## src/sv/sca_pkg.sv

```systemverilog
// types and constants shared by the slab chunk allocator modules
package sca_pkg;

    localparam int ADDR_W     = 48;
    localparam int CHUNK_W    = 17;
    localparam int COUNT_W    = 9;
    localparam int IDX_W      = 8;
    localparam int WORD_BITS  = 32;
    localparam int BIT_W      = 5;
    localparam int DIV_STEPS  = 17;
    localparam int DIV_CNT_W  = 5;
    localparam int CFG_IDX_W  = 2;

    localparam logic [CFG_IDX_W-1:0] CFG_SLAB_BASE   = 2'd0;
    localparam logic [CFG_IDX_W-1:0] CFG_CHUNK_BYTES = 2'd1;
    localparam logic [CFG_IDX_W-1:0] CFG_SLAB_BYTES  = 2'd2;
    localparam logic [CFG_IDX_W-1:0] CFG_CHUNK_COUNT = 2'd3;

    localparam logic MODE_ALLOC = 1'b0;
    localparam logic MODE_FREE  = 1'b1;

    localparam logic [ADDR_W-1:0]  RST_SLAB_BASE   = 48'd0;
    localparam logic [CHUNK_W-1:0] RST_CHUNK_BYTES = 17'd64;
    localparam logic [CHUNK_W-1:0] RST_SLAB_BYTES  = 17'd65536;
    localparam logic [COUNT_W-1:0] RST_CHUNK_COUNT = 9'd256;

    typedef enum logic [1:0] {
        STS_OK,
        STS_NO_FREE,
        STS_OUTSIDE,
        STS_DOUBLE_FREE
    } t_status;

    typedef struct packed {
        logic              mode;
        logic [ADDR_W-1:0] free_address;
    } t_in_word;

    typedef struct packed {
        t_status            status;
        logic [ADDR_W-1:0]  chunk_address;
        logic [IDX_W-1:0]   chunk_index;
        logic [COUNT_W-1:0] allocated_now;
        logic               has_room;
        logic               left_full;
        logic               now_empty;
    } t_out_word;

    typedef enum logic [3:0] {
        S_CLEAR,
        S_IDLE,
        S_ARD,
        S_AEVAL,
        S_AMUL,
        S_FRANGE,
        S_DIV,
        S_FIDX,
        S_FRD,
        S_FEVAL,
        S_FINISH
    } t_state;

    typedef struct packed {
        logic clr;
        logic accept;
        logic a_eval;
        logic f_range;
        logic div_step;
        logic f_idx;
        logic f_eval;
        logic finish;
    } t_cmd;

    typedef struct packed {
        logic clr_last;
        logic a_found;
        logic a_more;
        logic range_bad;
        logic div_last;
        logic idx_bad;
    } t_sts;

endpackage

```

## src/sv/sca_ctrl.sv

```systemverilog
// controller state machine of the slab chunk allocator
module sca_ctrl (
    input  logic          i_clk,
    input  logic          i_rst_n,
    input  logic          i_in_valid,
    input  logic          i_in_mode,
    input  logic          i_out_stall,
    input  sca_pkg::t_sts i_sts,
    output sca_pkg::t_cmd o_cmd,
    output logic          o_in_stall,
    output logic          o_out_valid
);

    sca_pkg::t_state r_state;
    sca_pkg::t_state n_state;
    logic            r_out_valid;
    logic            n_out_valid;
    logic            slot_free;

    assign slot_free   = !r_out_valid || !i_out_stall;
    assign o_out_valid = r_out_valid;

    always_ff @(posedge i_clk) begin
        if (!i_rst_n) begin
            r_state     <= sca_pkg::S_CLEAR;
            r_out_valid <= 1'b0;
        end else begin
            r_state     <= n_state;
            r_out_valid <= n_out_valid;
        end
    end

    always_comb begin
        n_state = r_state;
        case (r_state)
            sca_pkg::S_CLEAR: begin
                if (i_sts.clr_last) n_state = sca_pkg::S_IDLE;
            end
            sca_pkg::S_IDLE: begin
                if (i_in_valid) begin
                    n_state = (i_in_mode == sca_pkg::MODE_FREE) ? sca_pkg::S_FRANGE
                                                                : sca_pkg::S_ARD;
                end
            end
            sca_pkg::S_ARD:   n_state = sca_pkg::S_AEVAL;
            sca_pkg::S_AEVAL: begin
                if (i_sts.a_found) n_state = sca_pkg::S_AMUL;
                else if (i_sts.a_more) n_state = sca_pkg::S_ARD;
                else n_state = sca_pkg::S_FINISH;
            end
            sca_pkg::S_AMUL:  n_state = sca_pkg::S_FINISH;
            sca_pkg::S_FRANGE: begin
                n_state = i_sts.range_bad ? sca_pkg::S_FINISH : sca_pkg::S_DIV;
            end
            sca_pkg::S_DIV: begin
                if (i_sts.div_last) n_state = sca_pkg::S_FIDX;
            end
            sca_pkg::S_FIDX: begin
                n_state = i_sts.idx_bad ? sca_pkg::S_FINISH : sca_pkg::S_FRD;
            end
            sca_pkg::S_FRD:   n_state = sca_pkg::S_FEVAL;
            sca_pkg::S_FEVAL: n_state = sca_pkg::S_FINISH;
            sca_pkg::S_FINISH: begin
                if (slot_free) n_state = sca_pkg::S_IDLE;
            end
            default: n_state = sca_pkg::S_CLEAR;
        endcase
    end

    always_comb begin
        o_cmd       = '0;
        o_in_stall  = (r_state != sca_pkg::S_IDLE);
        n_out_valid = r_out_valid && i_out_stall;
        case (r_state)
            sca_pkg::S_CLEAR:  o_cmd.clr      = 1'b1;
            sca_pkg::S_IDLE:   o_cmd.accept   = i_in_valid;
            sca_pkg::S_AEVAL:  o_cmd.a_eval   = 1'b1;
            sca_pkg::S_FRANGE: o_cmd.f_range  = 1'b1;
            sca_pkg::S_DIV:    o_cmd.div_step = 1'b1;
            sca_pkg::S_FIDX:   o_cmd.f_idx    = 1'b1;
            sca_pkg::S_FEVAL:  o_cmd.f_eval   = 1'b1;
            sca_pkg::S_FINISH: begin
                if (slot_free) begin
                    o_cmd.finish = 1'b1;
                    n_out_valid  = 1'b1;
                end
            end
            default: o_cmd = '0;
        endcase
    end

endmodule

```

## src/sv/sca_datapath.sv

```systemverilog
// datapath of the slab chunk allocator: config, used map, scan, divider, result
module sca_datapath #(
    parameter int MAX_CHUNKS = 256
) (
    input  logic                                i_clk,
    input  logic                                i_rst_n,
    input  sca_pkg::t_cmd                       i_cmd,
    output sca_pkg::t_sts                       o_sts,
    input  logic                                i_cfg_we,
    input  logic [sca_pkg::CFG_IDX_W-1:0]       i_cfg_index,
    input  logic [sca_pkg::ADDR_W-1:0]          i_cfg_data,
    input  sca_pkg::t_in_word                   i_in_data,
    output sca_pkg::t_out_word                  o_out_data
);

    localparam int IW    = (MAX_CHUNKS > 1) ? $clog2(MAX_CHUNKS) : 1;
    localparam int CW    = $clog2(MAX_CHUNKS + 1);
    localparam int WORDS = (MAX_CHUNKS + sca_pkg::WORD_BITS - 1) / sca_pkg::WORD_BITS;
    localparam int WAW   = (WORDS > 1) ? $clog2(WORDS) : 1;
    localparam int PW    = WAW + sca_pkg::BIT_W + 1;
    localparam int PRW   = IW + sca_pkg::CHUNK_W;

    logic [sca_pkg::ADDR_W-1:0]  r_slab_base;
    logic [sca_pkg::CHUNK_W-1:0] r_chunk_bytes;
    logic [sca_pkg::CHUNK_W-1:0] r_slab_bytes;
    logic [sca_pkg::COUNT_W-1:0] r_chunk_count;

    logic [CW-1:0]               r_used_count;
    logic [IW-1:0]               r_hint;
    logic [WAW-1:0]              r_clr_idx;

    logic [sca_pkg::WORD_BITS-1:0] r_mem [WORDS];
    logic [sca_pkg::WORD_BITS-1:0] r_rd_data;

    logic                        r_mode;
    logic [sca_pkg::ADDR_W-1:0]  r_addr;
    sca_pkg::t_status            r_status;
    logic [IW-1:0]               r_idx;
    logic [WAW-1:0]              r_widx;
    logic [sca_pkg::BIT_W-1:0]   r_bsel;
    logic                        r_left_full;
    logic                        r_now_empty;
    logic [PRW-1:0]              r_prod;
    logic [sca_pkg::CHUNK_W-1:0] r_quo;
    logic [sca_pkg::CHUNK_W-1:0] r_rem;
    logic [sca_pkg::DIV_CNT_W-1:0] r_div_cnt;
    sca_pkg::t_out_word          r_out;

    logic [CW-1:0]               n_c;
    logic [sca_pkg::CHUNK_W-1:0] eff_chunk;
    logic [PW-1:0]               hint_p;
    logic [PW-1:0]               n_p;
    logic [WAW:0]                hint_w;
    logic [WAW:0]                n_w;
    logic [WAW:0]                widx_x;
    logic [sca_pkg::BIT_W-1:0]   hint_b;
    logic [sca_pkg::BIT_W-1:0]   n_b;
    logic [sca_pkg::WORD_BITS-1:0] elig;
    logic [sca_pkg::BIT_W-1:0]   a_sel;
    logic [IW-1:0]               a_idx;
    logic                        a_found;
    logic                        a_more;
    logic [sca_pkg::ADDR_W:0]    diff;
    logic                        range_bad;
    logic [sca_pkg::CHUNK_W:0]   div_t;
    logic                        div_ge;
    logic                        idx_bad;
    logic                        bit_used;
    logic                        mem_we;
    logic [WAW-1:0]              mem_waddr;
    logic [sca_pkg::WORD_BITS-1:0] mem_wdata;

    assign n_c = (32'(r_chunk_count) > 32'(MAX_CHUNKS)) ? CW'(MAX_CHUNKS)
                                                         : CW'(r_chunk_count);
    assign eff_chunk = (r_chunk_bytes == '0) ? sca_pkg::CHUNK_W'(1) : r_chunk_bytes;

    // scan window of the current map word
    always_comb begin
        hint_p = PW'(r_hint);
        n_p    = PW'(n_c);
        hint_w = (WAW + 1)'(hint_p >> sca_pkg::BIT_W);
        n_w    = (WAW + 1)'(n_p >> sca_pkg::BIT_W);
        hint_b = hint_p[sca_pkg::BIT_W-1:0];
        n_b    = n_p[sca_pkg::BIT_W-1:0];
        widx_x = {1'b0, r_widx};
        for (int b = 0; b < sca_pkg::WORD_BITS; b++) begin
            elig[b] = !r_rd_data[b]
                   && ((widx_x != hint_w) || (sca_pkg::BIT_W'(b) >= hint_b))
                   && ((widx_x < n_w) || ((widx_x == n_w) && (sca_pkg::BIT_W'(b) < n_b)));
        end
        a_sel = '0;
        for (int b = sca_pkg::WORD_BITS - 1; b >= 0; b--) begin
            if (elig[b]) a_sel = sca_pkg::BIT_W'(b);
        end
        a_found = |elig;
        a_idx   = IW'((PW'(r_widx) << sca_pkg::BIT_W) | PW'(a_sel));
        a_more  = ((PW'(r_widx) + PW'(1)) << sca_pkg::BIT_W) < n_p;
    end

    assign diff      = {1'b0, r_addr} - {1'b0, r_slab_base};
    assign range_bad = diff[sca_pkg::ADDR_W]
                    || (diff[sca_pkg::ADDR_W-1:0] >= sca_pkg::ADDR_W'(r_slab_bytes));

    // restoring divider, one quotient bit per cycle
    assign div_t  = {r_rem, r_quo[sca_pkg::CHUNK_W-1]};
    assign div_ge = div_t >= {1'b0, eff_chunk};

    assign idx_bad  = 32'(r_quo) >= 32'(n_c);
    assign bit_used = r_rd_data[r_bsel];

    assign mem_we    = i_cmd.clr || (i_cmd.a_eval && a_found) || (i_cmd.f_eval && bit_used);
    assign mem_waddr = i_cmd.clr ? r_clr_idx : r_widx;
    always_comb begin
        if (i_cmd.clr) begin
            mem_wdata = '0;
        end else if (i_cmd.a_eval) begin
            mem_wdata = r_rd_data | (sca_pkg::WORD_BITS'(1) << a_sel);
        end else begin
            mem_wdata = r_rd_data & ~(sca_pkg::WORD_BITS'(1) << r_bsel);
        end
    end

    always_ff @(posedge i_clk) begin
        if (mem_we) r_mem[mem_waddr] <= mem_wdata;
        r_rd_data <= r_mem[r_widx];
    end

    always_ff @(posedge i_clk) begin
        if (!i_rst_n) begin
            r_slab_base   <= sca_pkg::RST_SLAB_BASE;
            r_chunk_bytes <= sca_pkg::RST_CHUNK_BYTES;
            r_slab_bytes  <= sca_pkg::RST_SLAB_BYTES;
            r_chunk_count <= sca_pkg::RST_CHUNK_COUNT;
            r_used_count  <= '0;
            r_hint        <= '0;
            r_clr_idx     <= '0;
        end else begin
            if (i_cfg_we) begin
                case (i_cfg_index)
                    sca_pkg::CFG_SLAB_BASE:   r_slab_base   <= i_cfg_data;
                    sca_pkg::CFG_CHUNK_BYTES: r_chunk_bytes <= i_cfg_data[sca_pkg::CHUNK_W-1:0];
                    sca_pkg::CFG_SLAB_BYTES:  r_slab_bytes  <= i_cfg_data[sca_pkg::CHUNK_W-1:0];
                    sca_pkg::CFG_CHUNK_COUNT: r_chunk_count <= i_cfg_data[sca_pkg::COUNT_W-1:0];
                    default: ;
                endcase
            end
            if (i_cmd.clr) r_clr_idx <= r_clr_idx + WAW'(1);
            if (i_cmd.a_eval && a_found) begin
                r_used_count <= r_used_count + CW'(1);
                r_hint       <= a_idx;
            end
            if (i_cmd.f_eval && bit_used) begin
                r_used_count <= r_used_count - CW'(1);
                if (r_idx < r_hint) r_hint <= r_idx;
            end
        end
    end

    always_ff @(posedge i_clk) begin
        r_prod <= PRW'(r_idx) * PRW'(eff_chunk);
        if (i_cmd.accept) begin
            r_mode      <= i_in_data.mode;
            r_addr      <= i_in_data.free_address;
            r_status    <= sca_pkg::STS_OK;
            r_idx       <= '0;
            r_left_full <= 1'b0;
            r_now_empty <= 1'b0;
            r_widx      <= WAW'(hint_p >> sca_pkg::BIT_W);
        end
        if (i_cmd.a_eval) begin
            if (a_found) begin
                r_idx <= a_idx;
            end else if (a_more) begin
                r_widx <= r_widx + WAW'(1);
            end else begin
                r_status <= sca_pkg::STS_NO_FREE;
            end
        end
        if (i_cmd.f_range) begin
            if (range_bad) r_status <= sca_pkg::STS_OUTSIDE;
            r_quo     <= diff[sca_pkg::CHUNK_W-1:0];
            r_rem     <= '0;
            r_div_cnt <= '0;
        end
        if (i_cmd.div_step) begin
            r_rem     <= div_ge ? sca_pkg::CHUNK_W'(div_t - {1'b0, eff_chunk})
                                : sca_pkg::CHUNK_W'(div_t);
            r_quo     <= {r_quo[sca_pkg::CHUNK_W-2:0], div_ge};
            r_div_cnt <= r_div_cnt + sca_pkg::DIV_CNT_W'(1);
        end
        if (i_cmd.f_idx) begin
            if (idx_bad) begin
                r_status <= sca_pkg::STS_OUTSIDE;
            end else begin
                r_idx  <= IW'(r_quo);
                r_widx <= WAW'(r_quo >> sca_pkg::BIT_W);
                r_bsel <= r_quo[sca_pkg::BIT_W-1:0];
            end
        end
        if (i_cmd.f_eval) begin
            if (bit_used) begin
                r_left_full <= (r_used_count == n_c);
                r_now_empty <= (r_used_count == CW'(1));
            end else begin
                r_status <= sca_pkg::STS_DOUBLE_FREE;
            end
        end
        if (i_cmd.finish) begin
            r_out.status        <= r_status;
            r_out.chunk_address <= ((r_status == sca_pkg::STS_OK) && (r_mode == sca_pkg::MODE_ALLOC))
                                   ? r_slab_base + sca_pkg::ADDR_W'(r_prod) : '0;
            r_out.chunk_index   <= sca_pkg::IDX_W'(r_idx);
            r_out.allocated_now <= sca_pkg::COUNT_W'(r_used_count);
            r_out.has_room      <= (r_used_count < n_c);
            r_out.left_full     <= r_left_full;
            r_out.now_empty     <= r_now_empty;
        end
    end

    assign o_sts.clr_last  = (r_clr_idx == WAW'(WORDS - 1));
    assign o_sts.a_found   = a_found;
    assign o_sts.a_more    = a_more;
    assign o_sts.range_bad = range_bad;
    assign o_sts.div_last  = (r_div_cnt == sca_pkg::DIV_CNT_W'(sca_pkg::DIV_STEPS - 1));
    assign o_sts.idx_bad   = idx_bad;

    assign o_out_data = r_out;

endmodule

```

## src/sv/slab_chunk_allocator_core.sv

```systemverilog
// top level of the slab chunk allocator: controller plus datapath
//
// channel   direction  handshake               payload
// in        sink       i_in_valid / o_in_stall  i_in_data   (mode, free_address)
// out       source     o_out_valid / i_out_stall o_out_data (status .. now_empty)
// cfg       sink       i_cfg_valid / o_cfg_ready i_cfg_index, i_cfg_data
//
// allocate: ARD, AEVAL per 32-bit map word from the hint word, AMUL if one is free, FINISH
// free: FRANGE, 17-step restoring divider, FIDX, FRD, FEVAL, FINISH; outside goes to FINISH
// one word at a time; the next word is taken once the result is registered
// after reset a clearing pass zeroes the ceil(MAX_CHUNKS/32) map words (8 by default)
// with o_in_stall high; config writes are taken throughout
// a held output word delays only the final result load
module slab_chunk_allocator_core #(
    parameter int MAX_CHUNKS = 256
) (
    input  logic                          i_clk,
    input  logic                          i_rst_n,
    input  logic                          i_in_valid,
    output logic                          o_in_stall,
    input  sca_pkg::t_in_word             i_in_data,
    output logic                          o_out_valid,
    input  logic                          i_out_stall,
    output sca_pkg::t_out_word            o_out_data,
    input  logic                          i_cfg_valid,
    output logic                          o_cfg_ready,
    input  logic [sca_pkg::CFG_IDX_W-1:0] i_cfg_index,
    input  logic [sca_pkg::ADDR_W-1:0]    i_cfg_data
);

    sca_pkg::t_cmd cmd;
    sca_pkg::t_sts sts;

    assign o_cfg_ready = 1'b1;

    sca_ctrl u_ctrl (
        .i_clk       (i_clk),
        .i_rst_n     (i_rst_n),
        .i_in_valid  (i_in_valid),
        .i_in_mode   (i_in_data.mode),
        .i_out_stall (i_out_stall),
        .i_sts       (sts),
        .o_cmd       (cmd),
        .o_in_stall  (o_in_stall),
        .o_out_valid (o_out_valid)
    );

    sca_datapath #(
        .MAX_CHUNKS (MAX_CHUNKS)
    ) u_datapath (
        .i_clk       (i_clk),
        .i_rst_n     (i_rst_n),
        .i_cmd       (cmd),
        .o_sts       (sts),
        .i_cfg_we    (i_cfg_valid && o_cfg_ready),
        .i_cfg_index (i_cfg_index),
        .i_cfg_data  (i_cfg_data),
        .i_in_data   (i_in_data),
        .o_out_data  (o_out_data)
    );

endmodule

```

## config.mk

```make
export PLATFORM = sky130hd
export DESIGN_NAME = slab_chunk_allocator_core
export DESIGN_NICKNAME = d
export VERILOG_FILES = /design/src/sv/sca_pkg.sv /design/src/sv/sca_ctrl.sv /design/src/sv/sca_datapath.sv /design/src/sv/slab_chunk_allocator_core.sv
export SDC_FILE = /design/constraint.sdc
export NUM_CORES = 1
export LEC_CHECK = 0
export ABC_AREA = 1
export BUFFER_PORTS_ARGS = -buffer_cell sky130_fd_sc_hd__buf_2
export CAP_MARGIN = 20
export CORE_UTILIZATION = 28
export CTS_CLUSTER_SIZE = 40
export DETAILED_ROUTE_END_ITERATION = 8
export GPL_TIMING_DRIVEN = 0
export MAX_ROUTING_LAYER = met4
export SYNTH_ARGS = -nofsm -noshare
export SYNTH_HDL_FRONTEND = slang
export SYNTH_SLANG_ARGS = --single-unit
```

## constraint.sdc

```tcl
create_clock -name i_clk -period 11.9 [get_ports i_clk]
set_clock_uncertainty 0.2 [all_clocks]
set_input_delay 3.57 -clock i_clk [delete_from_list [all_inputs] [get_ports i_clk]]
set_output_delay 3.57 -clock i_clk [all_outputs]
set_load 0.05 [all_outputs]
```

==> metrics.md, run 1 <==
| Metric | Value |
|---|---|
| Final Worst Setup Slack | `roughly 4.9 ns` |
| Routed Antenna Nets | `0` |
| Least-Margin Pin Slew | `1.094 ns` |
| Initial antenna violation count | `6` |
| Synth Area in XOR/XNOR | `1.963%` |
| Fin cells | `approximately 5800` |
| CTS resizes | `0` |
| Fin crit period | `approximately 7 ns` |
| Max clock buf depth | `3` |
| Synthesized flop and latch total | `between 600 and 700` |
| Pin count of the biggest net entering global routing | `37` |
| Area leader, netlist | `edfxtp_1` |
| Static leakage | `around 16 nW` |
| Hpwl dp | `just under 90000 um` |
| Clk sinks | `around 610` |
| Total GRT Usage | `between 10% and 20%` |
| Peak Freq | `approximately 140 MHz` |
| Row Count | `128` |
| Area grow syn2layout | `15.51%` |
| Clock latency on the worst-skew pair | `about 0.67 ns` |
| CP dominant cell by count | `nand2_1` |
| Vias in the first global route | `about 27000` |
| TritonCTS clock tree | `done` |
| Final setup viols | `0` |
| Startpoint Class | `flip-flop` |
| Crit Path Max Fanout | `10` |
| Grt ovf | `0` |
| Pwr/cell area | `roughly 180 nW/um^2` |
| Post-CTS Setup Bufs | `0` |
| Multiplexer share of the synthesized area | `0%` |
| CP startpoint | `u_datapath.r_idx[4]$_DFF_P_` |
| Initial core utilization | `28.22%` |
| Wire length per cell | `approximately 19 um` |
| Slew HR | `around 27%` |
| Status | `finished clean` |
| WP data arrival | `about 7.4 ns` |
| Post-CTS Hold Fix Bufs | `0` |
| DRC Markers | `0` |
| Reg2reg start | `u_datapath.r_idx[4]$_DFF_P_` |
| Critical path endpoint | `u_datapath.r_prod[24]$_DFF_P_` |
| Drt total wl | `between 100000 and 150000 um` |
| # fillers | `12730` |
| First-pass GRT wire length | `approximately 170000 um` |
| CTS buffer count | `60` |
| Pre-antenna DRT Iters | `6` |
| Routed via count | `28460` |
| Dpl cells | `approximately 5700` |
| R2R Setup Slk | `around 4.9 ns` |
| Hold Path Class | `reg -> reg` |
| Max-cap viol count | `0` |
| Die area | `between 100000 and 150000 sq um` |
| Final cycle utilization of the critical path | `between 50% and 60%` |
| Mapped Area | `about 34000 sq um` |
| CP delay by family, top | `adder cells` |
| Worst EP required | `12.29 ns` |
| Register area share after synthesis | `approximately 48%` |
| Via/cell ratio | `roughly 4.9` |
| Worst Path Class, Setup | `reg -> reg` |
| H-tree depth | `2` |
| Fin. Hold Viols | `0` |
| Post-synth EDFFs | `419` |
| Dpl ws | `roughly 5 ns` |
| Buf/Inv on CP | `5` |
| Synth Area in Compound Gates | `about 16%` |
| Initial DRC count | `2628` |
| Register-to-Register Path Depth | `32` |
| Syn_nets | `4236` |
| Synth unique cells | `63` |
| Async SR Flop Fraction | `0%` |
| Core area | `roughly 120000 sq um` |
| Largest family of logic cells by synthesized area | `compound AO/OA/AOI/OAI gates` |
| Synth Area in Simple Gates | `about 15%` |
| Syn_area_per_cell | `approximately 8.9 sq um` |
| Most common cell after layout, fill and taps aside | `inv_1` |
| Layout cells sized above 1 | `8.462%` |
| Layout Nets | `4486` |
| Critical path depth in cells | `32` |
| Clock root buffer | `clkbuf_16` |
| Total Power | `~7.1 mW` |
| CP max stage cell | `clkbuf_1` |
| Die Wd | `352.3 um` |
| Synth area leaders | `edfxtp_1 37%, dfxtp_1 11%, ha_1 7.0%` |
| Sequential cell area | `approximately 16000 sq um` |
| Syn Inst Count | `between 3000 and 4000` |
| Port Buffers | `approximately 180` |
| YS warnings | `0` |
| Worst-path clk slew | `approximately 0.070 ns` |
| GP Congestion | `between 0.9 and 1` |
| TNS Setup | `0 ns` |
| RSZ-0062 raised after global routing | `no` |
| Die height | `352.3 um` |
| Share of the synthesized area in the top cell type | `between 30 and 40%` |
| Peak supply drop | `approximately 0.12 mV` |
| Most common flop cell mapped by yosys | `edfxtp_1` |
| R2r endpoint | `u_datapath.r_prod[24]$_DFF_P_` |
| Synth Area in Adders | `12.41%` |
| CP Capture Type | `flip-flop` |
| Multi-input gate area | `between 15000 and 20000 sq um` |
| Core Util, Final | `between 30% and 40%` |
| Biggest cell delay along the critical path | `roughly 0.66 ns` |
| Most frequent cells in the layout | `519 x inv_1, 516 x nand2_1, 467 x nor2_1` |
| Final Max Slew Viols | `0` |
| Num ports | `around 180` |
-- worst min path at each step --
stage / from / to / cells past startpoint
2_1_floorplan: u_datapath.r_now_empty$_DFF_P_ / u_datapath.o_out_data[0]$_DFFE_PP_ / 0
3_3_place_gp: u_datapath.r_left_full$_DFF_P_ / u_datapath.o_out_data[1]$_DFFE_PP_ / 0
3_5_place_dp: u_datapath.r_left_full$_DFF_P_ / u_datapath.o_out_data[1]$_DFFE_PP_ / 0
4_1_cts: u_datapath.r_left_full$_DFF_P_ / u_datapath.o_out_data[1]$_DFFE_PP_ / 0
5_1_grt: u_datapath.r_now_empty$_DFF_P_ / u_datapath.o_out_data[0]$_DFFE_PP_ / 0
6_report: u_datapath.r_now_empty$_DFF_P_ / u_datapath.o_out_data[0]$_DFFE_PP_ / 0
-- layer usage --
metal	GRT usage (%)	share of wire [%]
met5	-	0
met4	5.530	3.0
met3	2.515	7.1
met2	27.57	45
met1	24.76	45
-- synthesized netlist by cell type, types with 8 or more instances --
library cell  count
inv_1           527
nand2_1         517
nor2_1          469
edfxtp_1        419
o21ai_0         382
a21oi_1         342
ha_1            192
dfxtp_1         188
clkbuf_1        131
fa_1             93
nand3_1          92
a31oi_1          63
nor3_1           50
xor2_1           47
o22ai_1          45
nand4_1          39
xnor2_1          30
o211ai_1         19
a211oi_1         18
o21a_1           16
o21bai_1         15
o21ai_1          13
buf_1            12
nor4_1           11
o31ai_1          10
a221oi_1          9
o311ai_0          8
-- kinds of logic after synthesis --
logic type,after synthesis
AND/OR/NAND/NOR,1209
AO/OA/AOI/OAI,982
buffers and inverters,686
flip-flops,607
adder cells (fa/ha/maj),285
XOR/XNOR,77
other,1
-- worst reg2reg max path: cells and delay by family (launching register included) --
| kind | cells | cell delay (ns) |
|---|---|---|
| fa+ha+maj | 5 | 2.40 |
| xor+xnor | 1 | 0.16 |
| simple gates | 14 | 1.37 |
| flops | 1 | 0.50 |
| compound gates | 7 | 0.95 |
| buf+inv | 5 | 1.38 |
-- final cells by class --
cell class                 count  share of cell area (%)
multi-input combinational   2554                   38.86
buffer                       152                   1.511
sequential                   607                   41.20
tap                         1625                   5.124
clock buffer                  65                   3.857
inverter                     534                   5.052
antenna                        3                 0.01892
timing repair buffer         188                   2.996
clock inverter                48                   1.388
-- power by group --
group | internal [mW] | switching [mW] | total [mW]
Sequential | 2.49 | 0.207 | 2.70
Clock | 1.12 | 0.880 | 2.00
Combinational | 0.773 | 1.63 | 2.41
-- flip-flops by register name, indices dropped and copies added, names as in the netlist, 2 cells and up --
name / flops
u_datapath.r_mem: 256
u_datapath.r_clr_idx: 3
u_datapath.r_prod: 25
u_datapath.r_idx: 8
u_datapath.r_rem: 17
u_ctrl.r_state: 4
u_datapath.r_status: 2
u_datapath.r_hint: 8
u_datapath.r_chunk_bytes: 17
u_datapath.r_widx: 3
u_datapath.r_rd_data: 32
u_datapath.o_out_data: 70
u_datapath.r_used_count: 9
u_datapath.r_div_cnt: 5
u_datapath.r_quo: 17
u_datapath.r_chunk_count: 9
u_datapath.r_slab_bytes: 17
u_datapath.r_slab_base: 48
u_datapath.r_bsel: 5
u_datapath.r_addr: 48
-- through the flow --
stage,hold slack (ns),cell area (sq um)
global placement,0.2225,37260
detailed placement,0.2249,37590
finish,0.2348,39680
floorplan,0.2091,34350
CTS,0.2413,39670
global route,0.2480,39670
(Power assumes the default switching activity.)
==> inputs of run 2 (changes only) <==
- clock period: 11.9 -> 7.2 ns (I/O delays scaled with it)
==> run 2 against run 1 <==
  * Global-route usage unchanged
  * Routed wire length about the same
  * Combinational power increased by 65%
  * Hold slack about the same
  * Final area about the same
  * Count of clock-buffer cells in the layout unchanged
  * Non-clock buffer count decreased by 2
  * Fmax increased by 3.5%
  * Via count decreased by 0.35%
  * Register-to-register slack got worse by 4.5 ns
  * Setup slack got worse by 4.5 ns
  * Utilization about the same
  * Highest routed layer unchanged
==> metrics.md, run 2 (synthesis results as in run 1) <==
| Metric | Value |
|---|---|
| Initial DRC count | `2673 (+1.7%)` |
| Max FFs per register | `256 (unchanged)` |
| Buf/Inv on CP | `4 (-1)` |
| H-tree depth | `2 (unchanged)` |
| Gr busiest metal | `met2` |
| Die Wd | `352.3 um (unchanged)` |
| Num ports | `177 (unchanged)` |
| WHS | `0.2348 ns (-0.00001800 ns)` |
| Pre-antenna DRT Iters | `6 (unchanged)` |
| Dpl cells | `5660 (unchanged)` |
| Combinational share of power | `33.9% (about the same)` |
| M2 GR Usage | `27.57% (unchanged)` |
| Sw frac | `38.34% (about the same)` |
| Initial antenna violation count | `6 (unchanged)` |
| Worst EP required | `7.35 ns (-4.94 ns)` |
| TritonCTS clock tree | `done` |
| # fillers | `12730 (-0.016%)` |
| Routed via count | `28360 (-0.35%)` |
| Final Worst Setup Slack | `0.4105 ns (-4.465 ns)` |
| Internal power | `7.243 mW (+65%)` |
| CTS buffer count | `60 (unchanged)` |
| Clock Power Share | `28.1% (about the same)` |
| Max clock buf depth | `3 (unchanged)` |
| Clock root buffer | `clkbuf_16` |
| Die height | `352.3 um (unchanged)` |
| Fin crit period | `6.789 ns (-0.2346 ns)` |
| Met1 Usage GRT | `24.76% (unchanged)` |
| Layout Nets | `4484 (-0.045%)` |
| Peak supply drop | `0.2053 mV (+66%)` |
| Multi-input gate area | `15430 sq um (about the same)` |
| Pin count of the biggest net entering global routing | `37 (unchanged)` |
| Dpl ws | `0.2325 ns (-4.700 ns)` |
| GP Congestion | `0.9846 (unchanged)` |
| First-pass GRT wire length | `168100 um (unchanged)` |
| TNS Setup | `0 ns (unchanged)` |
| Final cycle utilization of the critical path | `94.30% (+35 points)` |
| CP Capture Type | `flip-flop` |
| Total GRT Usage | `18.07% (unchanged)` |
| Static leakage | `16.04 nW (about the same)` |
| Met3 GRT Util | `2.515% (unchanged)` |
| WP data arrival | `6.94 ns (-0.47 ns)` |
| Area grow syn2layout | `15.52% (about the same)` |
| Max-cap viol count | `0 (unchanged)` |
| Grt ovf | `0 (unchanged)` |
| Clk sinks | `607 (unchanged)` |
| Via/cell ratio | `4.913 (-0.30%)` |
| Crit Path Max Fanout | `11 (+1)` |
| Final setup viols | `0 (unchanged)` |
| Worst-path clk slew | `0.07 ns (about the same)` |
| Least-Margin Pin Slew | `1.061 ns (-0.03332 ns)` |
| Sequential fraction of design power | `38.0% (about the same)` |
| Final Max Slew Viols | `0 (unchanged)` |
| Most frequent cells in the layout | `519 x inv_1, 516 x nand2_1, 467 x nor2_1` |
| Post-CTS Hold Fix Bufs | `0 (unchanged)` |
| Layout cells sized above 1 | `8.611% (+0.15 points)` |
| Die area | `124100 sq um (unchanged)` |
| Hold Path Class | `reg -> reg` |
| Worst Path Class, Setup | `reg -> reg` |
| CTS resizes | `0 (unchanged)` |
| Hpwl dp | `86980 um (unchanged)` |
| Port Buffers | `175 (unchanged)` |
| Peak Freq | `147.3 MHz (+3.5%)` |
| Drt total wl | `111800 um (about the same)` |
| CP max stage cell | `a21oi_1` |
| Status | `finished clean` |
| Pwr/cell area | `296.0 nW/um^2 (+65%)` |
| Startpoint Class | `flip-flop` |
| Switching pwr | `4.504 mW (+66%)` |
| RSZ-0062 raised after global routing | `no` |
| Core area | `121700 sq um (unchanged)` |
| CP delay by family, top | `simple AND/OR/NAND/NOR gates` |
| Routed Antenna Nets | `0 (unchanged)` |
| Initial core utilization | `28.22% (unchanged)` |
| Fin cells | `5773 (-0.052%)` |
| Fin. Hold Viols | `0 (unchanged)` |
| CP dominant cell by count | `nand2_1` |
| Largest reg by FF count | `u_datapath.r_mem` |
| Post-CTS Setup Bufs | `0 (unchanged)` |
| Most common cell after layout, fill and taps aside | `inv_1` |
| Biggest cell delay along the critical path | `0.64 ns (-0.02 ns)` |
| DRC Markers | `0 (unchanged)` |
| Row Count | `128 (unchanged)` |
| Total Power | `11.75 mW (+65%)` |
| Clock latency on the worst-skew pair | `0.67 ns (about the same)` |
| Slew HR | `28.72% (+1.9 points)` |
| Sequential cell area | `16350 sq um (unchanged)` |
| Wire length per cell | `19.37 um (+0.13%)` |
| Vias in the first global route | `27230 (unchanged)` |
-- run 2: worst register-to-register path: stages (launching register included) --
cell      delay (ns)
dfxtp_1         0.53
inv_2           0.30
clkbuf_1        0.56
clkbuf_1        0.60
ha_1            0.37
nor2_1          0.16
nand2_1         0.19
nor2_1          0.32
nand2_1         0.13
nand2_1         0.11
o211ai_1        0.15
nand2_1         0.18
a31oi_1         0.07
o21bai_1        0.15
a31oi_1         0.11
o21ai_1         0.16
a21oi_1         0.08
o21ai_1         0.12
nand2_1         0.12
a21oi_2         0.24
inv_1           0.13
nor2_2          0.29
nand3_2         0.14
nor2_2          0.31
nand3_1         0.13
a21oi_1         0.64
-- run 2: area by class of cell --
type                            instances  area share [%]
Antenna cell                            2         0.01261
Buffer                                150           1.504
Clock buffer                           65           3.856
Clock inverter                         48           1.387
Inverter                              534           5.051
Multi-Input combinational cell       2554           38.88
Sequential cell                       607           41.19
Tap cell                             1625           5.124
Timing Repair Buffer                  188           2.996
-- run 2: per-stage QoR --
stage	instance area [sq um]	utilization, %
after global placement	37260	30.61
after detailed placement	37590	30.88
after CTS	39670	32.59
after floorplan	34350	-
final	39680	32.60
after global routing	39680	32.60
-- run 2: final timing paths --
kind / cells past startpoint / slack (ns) / endpoint / startpoint
worst min register to register: 0 / 0.23 / u_datapath.o_out_data[0]$_DFFE_PP_ / u_datapath.r_now_empty$_DFF_P_
worst min-delay path: 0 / 0.23 / u_datapath.o_out_data[0]$_DFFE_PP_ / u_datapath.r_now_empty$_DFF_P_
worst max-delay path: 25 / 0.41 / u_datapath.r_mem[2][15]$_DFFE_PP_ / u_datapath.r_widx[0]$_DFF_P_
worst max register to register: 25 / 0.41 / u_datapath.r_mem[2][15]$_DFFE_PP_ / u_datapath.r_widx[0]$_DFF_P_
-- run 2: power by group through the flow --
| stage | clock network (mW) | registers, mW | logic, mW |
|---|---|---|---|
| 6_report | 3.30 | 4.46 | 3.98 |
| 5_1_grt | 3.49 | 4.48 | 4.46 |
| 4_1_cts | 3.37 | 4.44 | 3.99 |
| 3_5_place_dp | 0 | 4.51 | 3.96 |
| 3_3_place_gp | 0 | 4.52 | 3.90 |
| 2_1_floorplan | 0 | 4.32 | 2.70 |
-- run 2: metal layers --
metal	up-vias	part of all wire (%)	wire length, um
li1	13580	-	-
met1	13590	46	50900
met2	1015	45	50010
met3	175	6.8	7605
met4	0	3.0	3300
met5	-	0	0
